`src/rtl/tpes_pkg.sv`:
```
`timescale 1ns / 1ps
`default_nettype none
package tpes_pkg;

  localparam int TILE_PIXELS = 64;
  localparam int IDX_W       = $clog2(TILE_PIXELS);
  localparam int CNT_W       = $clog2(TILE_PIXELS + 1);
  localparam int COLOR_W     = 24;
  localparam int FIFO_DEPTH  = 4;
  localparam int FIFO_AW     = $clog2(FIFO_DEPTH);

  typedef struct packed {
    logic               opaque;
    logic [COLOR_W-1:0] color;
  } item_t;

  typedef struct packed {
    logic [CNT_W-1:0]   count;
    logic [COLOR_W-1:0] color;
    logic [IDX_W-1:0]   orig;
  } entry_t;

  typedef struct packed {
    logic [IDX_W-1:0] lo;
    logic [IDX_W-1:0] hi;
  } range_t;

endpackage
`default_nettype wire

```
`src/rtl/tpes_front.sv`:
```
`timescale 1ns / 1ps
`default_nettype none
module tpes_front
  import tpes_pkg::*;
(
  input  wire                clk,
  input  wire                rst,
  input  wire                push,
  input  wire  [COLOR_W-1:0] pixel_color,
  input  wire  [COLOR_W-1:0] key,
  output logic               full,
  input  wire                item_pop,
  output logic               item_valid,
  output item_t              item
);

  item_t                mem [FIFO_DEPTH];
  logic [FIFO_AW-1:0]   wp;
  logic [FIFO_AW-1:0]   rp;
  logic [FIFO_AW:0]     fill;
  logic                 do_push;
  logic                 do_pop;

  assign full       = (fill == (FIFO_AW + 1)'(FIFO_DEPTH));
  assign item_valid = (fill != '0);
  assign item       = mem[rp];
  assign do_push    = push && !full;
  assign do_pop     = item_pop && item_valid;

  // judge transparency by the key at arrival
  always_ff @(posedge clk) begin
    if (do_push) begin
      mem[wp] <= '{opaque: (pixel_color != key), color: pixel_color};
    end
  end

  always_ff @(posedge clk) begin
    if (rst) begin
      wp   <= '0;
      rp   <= '0;
      fill <= '0;
    end else begin
      if (do_push) begin
        wp <= wp + 1'b1;
      end
      if (do_pop) begin
        rp <= rp + 1'b1;
      end
      fill <= fill + (FIFO_AW + 1)'(do_push) - (FIFO_AW + 1)'(do_pop);
    end
  end

endmodule
`default_nettype wire

```
`config.mk`:
```
export PLATFORM = sky130hd
export DESIGN_NAME = tpes_front
export DESIGN_NICKNAME = d
export VERILOG_FILES = /design/src/rtl/tpes_pkg.sv /design/src/rtl/tpes_front.sv
export SDC_FILE = /design/constraint.sdc
export NUM_CORES = 1
export LEC_CHECK = 0
export ABC_AREA = 1
export BUFFER_PORTS_ARGS = -buffer_cell sky130_fd_sc_hd__buf_2
export CAP_MARGIN = 15
export CORE_MARGIN = 2
export CORE_UTILIZATION = 42
export DETAILED_ROUTE_END_ITERATION = 12
export PLACE_DENSITY = 0.73
export SYNTH_ARGS = -nofsm -noshare
export SYNTH_HDL_FRONTEND = slang
export SYNTH_SLANG_ARGS = --single-unit
```
`constraint.sdc`:
```
create_clock -name clk -period 2.7 [get_ports clk]
set_input_delay 0.135 -clock clk [delete_from_list [all_inputs] [get_ports clk]]
set_output_delay 0.135 -clock clk [all_outputs]
set_load 0.03 [all_outputs]
```
==> Word-level counts from Yosys, hierarchy flattened <==
Memory sizes are Yosys's and may differ from the RTL's. A register that Yosys moved wholly into a read port is not among the register bits.
Index checks and enable logic that the tools add are counted.
{ "word_totals": {"register_bits": 7, "latch_bits": 0, "ramBits": 100, "rom_bits": 0, "inputBits": 52, "n_memories": 1} }
{ "mem_list": {"columns": ["memory", "depth", "width", "read_ports", "rd_ports_with_merged_regs", "write_ports", "line", "text"], "rows": [
  ["mem", 4, 25, 1, 1, 1, "tpes_front.sv:17", "item_t mem [FIFO_DEPTH];"]
]} }
{ "classes": {"n_addsub": 4, "n_mul": 0, "div": 0, "magnitude_cmp": 0, "eq_ne": 2, "shifts": 0, "n_mux": 4, "bitwise": 0, "reduce_logical": 4} }
{ "op_table": {"columns": ["cell", "n"], "rows": [
  ["$ne A24 B24 Y1", 1],
  ["$add A2 B1 Y2 const B", 2],
  ["$mux W2", 2],
  ["$add A3 B1 Y3", 1],
  ["$eq A3 B3 Y1 const B", 1],
  ["$reduce_bool A3 Y1", 1],
  ["$sub A3 B1 Y3", 1],
  ["$logic_and A1 B1 Y1", 2],
  ["$mux W1", 2],
  ["$logic_not A1 Y1", 1]
]} }

==> Logic depth before layout (Yosys ltp) <==
Gate-level depths: netlist of the first run.
{ "logic_depth": {"word_depth": 5, "mapped_depth": 11, "ltp_nobuf": 11} }

==> Worst setup path after synthesis of the first run <==
OpenSTA, ideal clock, no wires.
{ "synth_timing": {"path_type": "register to register", "start": "register fill[1]", "end": "memory mem[0][0] (netlist name) (enable)", "arrival_ns": 1.734, "setup_slack_ns": 0.559, "stages_incl_launch_ff": 5, "n_path_buf": 0, "synth_period_minus_slack_ns": 2.141, "cell_sequence": "dfxtp_1 -> inv_1 -> nand3_1 -> nand2_2 -> nor2_1"} }
{ "synth_via": {"elab_chain_len": 5} }
{ "synth_lines": {"columns": ["item", "line", "text"], "rows": [
  ["from (decl)", "tpes_front.sv:20", "logic [FIFO_AW:0] fill;"],
  ["from (signal assigned)", "tpes_front.sv:49", "fill <= fill + (FIFO_AW + 1)'(do_push) - (FIFO_AW + 1)'(do_pop);"],
  ["$eq A3 B3 Y1", "tpes_front.sv:24", "assign full = (fill == (FIFO_AW + 1)'(FIFO_DEPTH));"],
  ["$logic_not A1 Y1", "tpes_front.sv:27", "assign do_push = push && !full;"],
  ["$logic_and A1 B1 Y1", "tpes_front.sv:27", null],
  ["$mux W1", "tpes_front.sv:32", "if (do_push) begin"],
  ["$mux W1 (not written as such)", "tpes_front.sv:33", "mem[wp] <= '{opaque: (pixel_color != key), color: pixel_color};"],
  ["to (decl)", "tpes_front.sv:17", null]
]} }
Every way passes these cells.

==> results.cfg, run 1 <==
[synthesis]
synthArstFlopShare_pct = 0
synth_area_leaders = edfxtp_1, nor2_1, o21ai_0
seq_area_frac_synth_pct = 68.7
synth_edf_count = 100
synth_top_area_share_pct = 64.8
synth_fp_nets = 484
synth_cell_types = 22
synth.cell_area_sq_um = 4630
synth_flop_cell = edfxtp_1
avgSynthCellArea_sq_um = 10.9
yosysTopAreaCell = edfxtp_1
synth-seq-cells = 109
synthCells = 425
ys_warn_count = 0

[clock_network]
cts-htree-levels = 3
cts_resized = 0
cts_sinks = 109
clockBufferDepth = 2
cts_setup_buffers = 0
clock_latency_ns = 0.37
tritoncts = built
cts_buffers = 9
path_clk_slew_ns = 0.10
root_buffer = clkbuf_8

[worst_setup_path]
cp_max_fo = 25
crit_end = item[24]
crit_type = reg2out
reg2reg_from = fill[1]
r2r_cells = 10
cp.required_ns = 2.57
cp-start-kind = flop
rrSetupSlack_ns = 0.59
cp-end-kind = output port
r2r_end = fill[2]
worstPathArrival_ns = 2.00

[floorplanning]
chipWidth_um = 109
placementRows = 38
core_area_sq_um = 10800
io_pins = 79
die_area_sq_um = 11900
die_y_um = 109
initial_core_util_pct = 42.9

[pwr]
clkPwrFrac_pct = 22.1
p_int_mw = 2.90
p_seq_share_pct = 46.4
vdd_drop_max_mv = 0.577
power.switching_fraction_pct = 36.1
switchingPower_mw = 1.64
power_frac_comb_pct = 31.5
powerDensity_nw_per_um2 = 825
p_leak_nw = 2.26

[sta]
final-hold-violation-count = 0
finClkSkew_ns = 0.0113
rsz0062_at_grt = no
min_period_over_period_pct = 79.0
max_slew.worst_pin.slew_ns = 0.776
finalSetupViolCount = 0
fin_tns_setup_ns = 0
period_needed_ns = 2.13
slew_headroom_pct = 48.2
fmax_ghz = 0.469
slew_violations = 0

[routing]
totalWireLength_mm = 9.31
firstDrtPassIters = 4
remaining_drc_errors = 0
vias_per_cell = 4.80
wl_per_cell_um = 14.1
drtAntennaViolNets = 0
via_count = 3168
drt_iter0_markers = 134

[global_route]
grt_use_met2_pct = 29.1
grt_pass1_vias = 2998
grt_pass1_wl_mm = 14.5
antenna_found_initial = 0
grt_overflow = 0
grt_usage_pct = 16.4
met1_usage_pct = 19.6
busiest_layer = met2
grtUsageMet3_pct = 4.96
grt_max_degree = 51

[min_path]
hold_depth = 1
min_path_type = in2reg

[placement]
place_area_sq_um = 5180
place.gp.congestion = 0.696
placed_cells = 633
hpwl_mm = 5.86
port_buffers = 78

[run]
max_cap_violations = 0

[final_layout]
drive_above_1_share_pct = 21.2
final_cells = 660
nets = 574
fillers = 960
fin_area_sq_um = 5490
diodes = 0
areaGrowthSynthToFinish_pct = 18.5

[run_status]
run_status = finished clean
[cells in the final DEF, fill, tap and decap left out, types with 8 or more instances in the layout]
cell type and count:
inv_1 50, buf_2 78, nor2_1 84, edfxtp_1 100, dlygate4sd3_1 11, dfxtp_1 8, nand2_1 60, o22ai_1 25
clkbuf_8 9, o21ai_0 50
[power groups by stage]
stage	registers, mW	logic, mW	clock network [mW]
2_1_floorplan	2.13	1.01	0
3_3_place_gp	2.13	1.40	0
3_5_place_dp	2.14	1.44	0
4_1_cts	2.10	1.46	1.02
5_1_grt	2.12	1.59	1.09
6_report	2.10	1.43	1.00
[routing by layer]
metal / up-vias / wire (um)
li1: 1609 / -
met4: 0 / 68
met2: 63 / 4760
met3: 8 / 397
met5: - / 0
met1: 1488 / 4080
[worst min path at each step]
stage	startpoint	to	slack, ns
2_1_floorplan	pixel_color[0]	mem[0][0]	0.23
3_3_place_gp	pixel_color[23]	mem[0][23]	0.38
3_5_place_dp	pixel_color[1]	mem[0][1]	0.38
4_1_cts	pixel_color[22]	mem[1][22]	0.001
5_1_grt	pixel_color[17]	mem[1][17]	0.002
6_report	pixel_color[20]	mem[2][20]	0.01
[cell type report]
cell class | instances | area [sq um] | share of cell area [%]
flip-flops and latches | 109 | 3180 | 58.0
multi-input cells | 248 | 1190 | 21.6
repair buffers | 95 | 546 | 9.93
inverters | 52 | 195 | 3.55
well taps | 140 | 175 | 3.19
clock buffers | 9 | 124 | 2.25
clock inverters | 7 | 82.6 | 1.50
[synthesized netlist by cell type, drive strengths merged (2+ instances only)]
library cell	number
dfxtp	9
ha	6
buf	13
nand2	62
clkbuf	3
edfxtp	100
nor2	88
or2	2
a21oi	5
nand3	3
o21ai	50
xor2	3
o22ai	25
inv	52
[through the flow]
step / setup WS, ns / hold slack (ns) / total power, mW / util, %
after global placement: 0.707 / 0.376 / 3.53 / 48.0
after floorplan: 0.559 / 0.234 / 3.14 / -
after detailed placement: 0.592 / 0.384 / 3.58 / 48.0
after global routing: 0.354 / 0.00201 / 4.80 / 50.9
final: 0.566 / 0.0120 / 4.53 / 50.9
after CTS: 0.540 / 0.00146 / 4.58 / 50.6
[sequential cells by signal, indices dropped and copies added (netlist names), named ones only]
name and cells:
wp 2, fill 3, mem 100, rp 2
[logic make-up after synthesis]
family                     Yosys count  share of synthesized area, %
buffers and inverters               68                          5.91
and+or+nand+nor                    155                          13.0
DFF                                109                          68.7
adders and majority gates            7                          2.05
xor gates and xnor gates             4                         0.756
AOI/OAI and AO/OA                   82                          9.64
[worst max-delay path: stages (launching register included)]
cell	delay [ns]
dfxtp_1	0.33
inv_1	0.55
o21ai_0	0.25
o22ai_1	0.25
buf_2	0.25
[what timing repair did]
action | CTS | global route
hold buffers | 8 | 3
setup endpoints to repair | 0 | 0
endpoints found under the hold margin | 32 | 11
Power figures use the tool's default switching activity.
==> inputs of run 2 (changes only) <==
clock period = 2.18 ns   (was 2.7 ns; I/O delays follow)
==> run 2 against run 1 <==
  * Via count rose by 3.8%
  * Wire length rose by 4.5%
  * Count of clock-buffer cells in the layout did not move
  * Sequential share of layout area fell by 2.0 points
  * Sequential cell count did not move
  * Critical endpoint is now fill[2]
  * Combinational power rose by 29%
  * Cell count rose by 2.7%
  * Total power rose by 28%
  * First-iteration DRC count rose by 55%
==> results.cfg, run 2 (same netlist as run 1, synthesis figures left out) <==
[routing]
drt_iter0_markers = 208
vias_per_cell = 4.85
firstDrtPassIters = 4
drtAntennaViolNets = 0
remaining_drc_errors = 0
wl_per_cell_um = 14.4
totalWireLength_mm = 9.73
via_count = 3289

[pwr]
vdd_drop_max_mv = 0.676
powerDensity_nw_per_um2 = 1020
p_leak_nw = 2.35

[worst_setup_path]
cp-end-kind = flop
cpMostUsedCell = inv_1
path_cells = inv_1, nand3_1, nand2_2, ha_1, inv_1, ha_1, inv_1, fa_1, or2_1, a21oi_1
cp.required_ns = 2.48
rrSetupSlack_ns = 0.16
cp_max_fo = 3
crit_path_max_incr_delay_ns = 0.41
r2r_cells = 10
cp-start-kind = flop
crit_type = reg2reg
worstPathArrival_ns = 2.32
cp_slowest_cell = dfxtp_1
r2r_end = fill[2]
reg2reg_from = fill[1]

[global_route]
grt_usage_pct = 16.8
antenna_found_initial = 0
grt_pass1_wl_mm = 14.9
grt_pass1_vias = 3090
grt_overflow = 0
grt_max_degree = 51

[sta]
final.setup.worst_slack_ns = 0.160
min_period_over_period_pct = 92.7
finClkSkew_ns = 0.00556
slew_violations = 0
finalSetupViolCount = 0
hold_ws_ns = 0.0148
period_needed_ns = 2.02
max_slew.worst_pin.slew_ns = 0.484
final-hold-violation-count = 0
slew_headroom_pct = 67.8
fmax_ghz = 0.495
rsz0062_at_grt = no
fin_tns_setup_ns = 0

[clock_network]
cts_sinks = 109
cts_resized = 0
path_clk_slew_ns = 0.10
cts-htree-levels = 3
root_buffer = clkbuf_8
clock_latency_ns = 0.36
cts_buffers = 9
tritoncts = built
postCtsHoldBufs = 22
clockBufferDepth = 2
cts_setup_buffers = 0

[floorplanning]
placementRows = 38
initial_core_util_pct = 42.9
io_pins = 79
die_area_sq_um = 11900
chipWidth_um = 109
core_area_sq_um = 10800
die_y_um = 109

[final_layout]
final_common_cell = edfxtp_1
diodes = 0
nets = 592
largest_registers = mem: 100 flops, fill: 3 flops
drive_above_1_share_pct = 21.4
largest_register = mem
areaGrowthSynthToFinish_pct = 22.9
final_core_util_pct = 52.8
layout_common_cells = edfxtp_1, nor2_1, buf_2, nand2_1
largest_reg_flops = 100

[min_path]
min_path_type = in2reg
min_from = pixel_color[6]
min_to = mem[1][6]
hold_depth = 1

[placement]
place.gp.congestion = 0.764
port_buffers = 78
hpwl_mm = 6.32
dp_slack_ns = 0.169

[run]
max_cap_violations = 0

[run_status]
run_status = finished clean
run 2: cell count changes in the layout (fill, tap and decap cells not counted):
cell and change:
buf_12 +2, dlygate4sd3_1 +11, clkinv_1 +2, inv_8 -1, clkinvlp_4 -1, clkinv_2 -1
clkinv_4 -1, buf_4 +5, bufinv_16 +1, inv_6 +1
run 2: worst max path at each step:
stage                  from         to  slack [ns]
floorplan           fill[1]  mem[0][0]        0.04
global placement    fill[1]    fill[2]        0.29
detailed placement  fill[1]    fill[2]        0.17
CTS                 fill[1]    fill[2]        0.14
global route        fill[1]    fill[2]        0.03
finish              fill[1]    fill[2]        0.16
run 2: cell type report:
type / count / area [sq um]
fillers: 910 / 5100
clock buffers: 9 / 124
clock inverters: 7 / 96.3
well taps: 140 / 175
inverters: 52 / 195
repair buffers: 113 / 733
flip-flops and latches: 109 / 3180
multi-input cells: 248 / 1190
run 2: where the power goes:
| group | switching (mW) | internal [mW] |
|---|---|---|
| logic | 1.29 | 0.562 |
| clock network | 0.676 | 0.656 |
| registers | 0.0749 | 2.53 |
| total | 2.04 | 3.75 |
run 2: metrics by stage:
stage / cells / total power [mW] / instance area, sq um
2_1_floorplan: 425 / 3.89 / 4630
3_3_place_gp: 640 / 4.44 / 5260
3_5_place_dp: 640 / 4.50 / 5260
4_1_cts: 678 / 5.84 / 5700
5_1_grt: 678 / 6.09 / 5700
6_report: 678 / 5.79 / 5700
run 2: metal layers:
metal  vias to the layer above  global-route usage [%]  part of all wire, %
met2                        80                    29.9                   50
li1                       1649                       -                    -
met4                         0                    6.41                  1.6
met5                         -                       0                    0
met3                        12                    2.75                  4.7
met1                      1548                    20.3                   44
run 2: critical path, delay by kind of cell (launching register included):
kind / cells / cell delay, ns
compound gates: 1 / 0.12
buf+inv: 3 / 0.21
flops: 1 / 0.41
fa+ha+maj: 3 / 0.79
simple gates: 3 / 0.43
==> inputs of run 3 (changes only) <==
==> constraint.sdc (replaced) <==
create_clock -name clk -period 2.18 [get_ports clk]
set_input_delay 0.109 -clock clk [delete_from_list [all_inputs] [get_ports clk]]
set_output_delay 0.109 -clock clk [all_outputs]
set_load 0.005 [all_outputs]
==> run 3 against run 2 <==
  * Worst hold slack got worse by 0.0034 ns
  * Highest routed layer unchanged
  * Largest power group unchanged
  * Sequential power barely moved
  * Cell count fell by 0.15%
==> results.cfg, run 3 (same netlist as run 1, synthesis figures left out) <==
[run_status]
run_status = finished clean

[final_layout]
nets = 592
drive_above_1_share_pct = 21.4
final_cells = 677
largest_registers = mem: 100 flops, fill: 3 flops
largest_reg_flops = 100
largest_register = mem
layout_common_cells = edfxtp_1, nor2_1, buf_2, nand2_1
final_common_cell = edfxtp_1
areaGrowthSynthToFinish_pct = 21.1
fin_area_sq_um = 5610
diodes = 0

[clock_network]
clock_latency_ns = 0.36
postCtsHoldBufs = 21
root_buffer = clkbuf_8
cts_sinks = 109
cts-htree-levels = 3
clockBufferDepth = 2
cts_resized = 0
cts_setup_buffers = 0
tritoncts = built
cts_buffers = 9
path_clk_slew_ns = 0.10

[routing]
drtAntennaViolNets = 0
totalWireLength_mm = 9.71
remaining_drc_errors = 0
vias_per_cell = 4.89
via_count = 3312
drt_iter0_markers = 224
wl_per_cell_um = 14.3
firstDrtPassIters = 4

[global_route]
grt_overflow = 0
grt_usage_pct = 17.0
grt_pass1_wl_mm = 15.2
antenna_found_initial = 0
grt_max_degree = 51
grt_pass1_vias = 3190

[pwr]
powerDensity_nw_per_um2 = 905
switchingPower_mw = 1.59
power_frac_comb_pct = 28.0
power.switching_fraction_pct = 31.4
p_leak_nw = 2.31
p_int_mw = 3.49
p_seq_share_pct = 51.3
clkPwrFrac_pct = 20.6
vdd_drop_max_mv = 0.671
finalPower_mw = 5.08

[sta]
max_slew.worst_pin.slew_ns = 0.545
final-hold-violation-count = 0
slew_violations = 0
period_needed_ns = 2.03
rsz0062_at_grt = no
finClkSkew_ns = 0.0118
fin_tns_setup_ns = 0
finalSetupViolCount = 0
final.setup.worst_slack_ns = 0.148
fmax_ghz = 0.492
min_period_over_period_pct = 93.2
slew_headroom_pct = 63.6

[worst_setup_path]
crit_buf_inv = 3
r2r_end = fill[2]
rrSetupSlack_ns = 0.15
cpMostUsedCell = inv_1
crit_family = adder cells
crit_path_max_incr_delay_ns = 0.41
cp-end-kind = flop
cp_slowest_cell = dfxtp_1
path_cells = inv_1, nand3_1, nand2_2, ha_1, inv_1, ha_1, inv_1, fa_1, or2_1, a21oi_1
cp.required_ns = 2.48
r2r_cells = 10
crit_type = reg2reg
cp_max_fo = 3
worstPathArrival_ns = 2.33
reg2reg_from = fill[1]
cp-start-kind = flop

[min_path]
min_from = pixel_color[6]
hold_depth = 1
min_path_type = in2reg
min_to = mem[0][6]

[floorplanning]
core_area_sq_um = 10800
die_y_um = 109
placementRows = 38
io_pins = 79
die_area_sq_um = 11900
chipWidth_um = 109
initial_core_util_pct = 42.9

[placement]
dp_slack_ns = 0.180
place_area_sq_um = 5240
place.gp.congestion = 0.723
hpwl_mm = 6.56
port_buffers = 78
placed_cells = 641

[run]
max_cap_violations = 0
run 3: cell types whose count changed in the layout (fill, tap and decap cells not counted), sizes merged:
cell and change:
buf +1, bufinv -2, clkinv +3, clkinvlp +1
dlygate4sd3 -1, inv -3
run 3: final cells by class:
type                            count  area [sq um]
Clock buffer                        9           124
Clock inverter                      6          41.3
Fill cell                         933          5180
Inverter                           52           195
Multi-Input combinational cell    248          1190
Sequential cell                   109          3180
Tap cell                          140           175
Timing Repair Buffer              113           706
run 3: how the worst max path moves through the flow:
stage                 start        end  slack (ns)  cells after the start
finish              fill[1]    fill[2]        0.15                     10
global route        fill[1]    fill[2]        0.02                     10
CTS                 fill[1]    fill[2]        0.16                     10
detailed placement  fill[1]    fill[2]        0.18                     10
global placement    fill[1]    fill[2]        0.30                     10
floorplan           fill[1]  mem[0][0]        0.04                      4
run 3: per-stage QoR:
step | hold slack [ns] | util (%)
floorplan | 0.208 | -
global placement | 0.345 | 48.5
detailed placement | 0.359 | 48.5
CTS | 0.00356 | 52.0
global route | 0.00411 | 52.0
finish | 0.0114 | 52.0
run 3: layer usage:
metal  GRT usage, %  vias to the layer above  routed length (um)
met5              0                        -                   0
met4           5.68                        0                 140
met3           3.59                       14                 556
met2           29.0                       93                4830
met1           21.7                     1560                4180
li1               -                     1645                   -
run 3: power groups by stage:
stage	registers (mW)	logic (mW)	clock network, mW
after floorplan	2.64	0.809	0
after global placement	2.64	1.34	0
after detailed placement	2.66	1.41	0
after CTS	2.61	1.44	1.07
after global routing	2.63	1.59	1.15
final	2.61	1.42	1.05
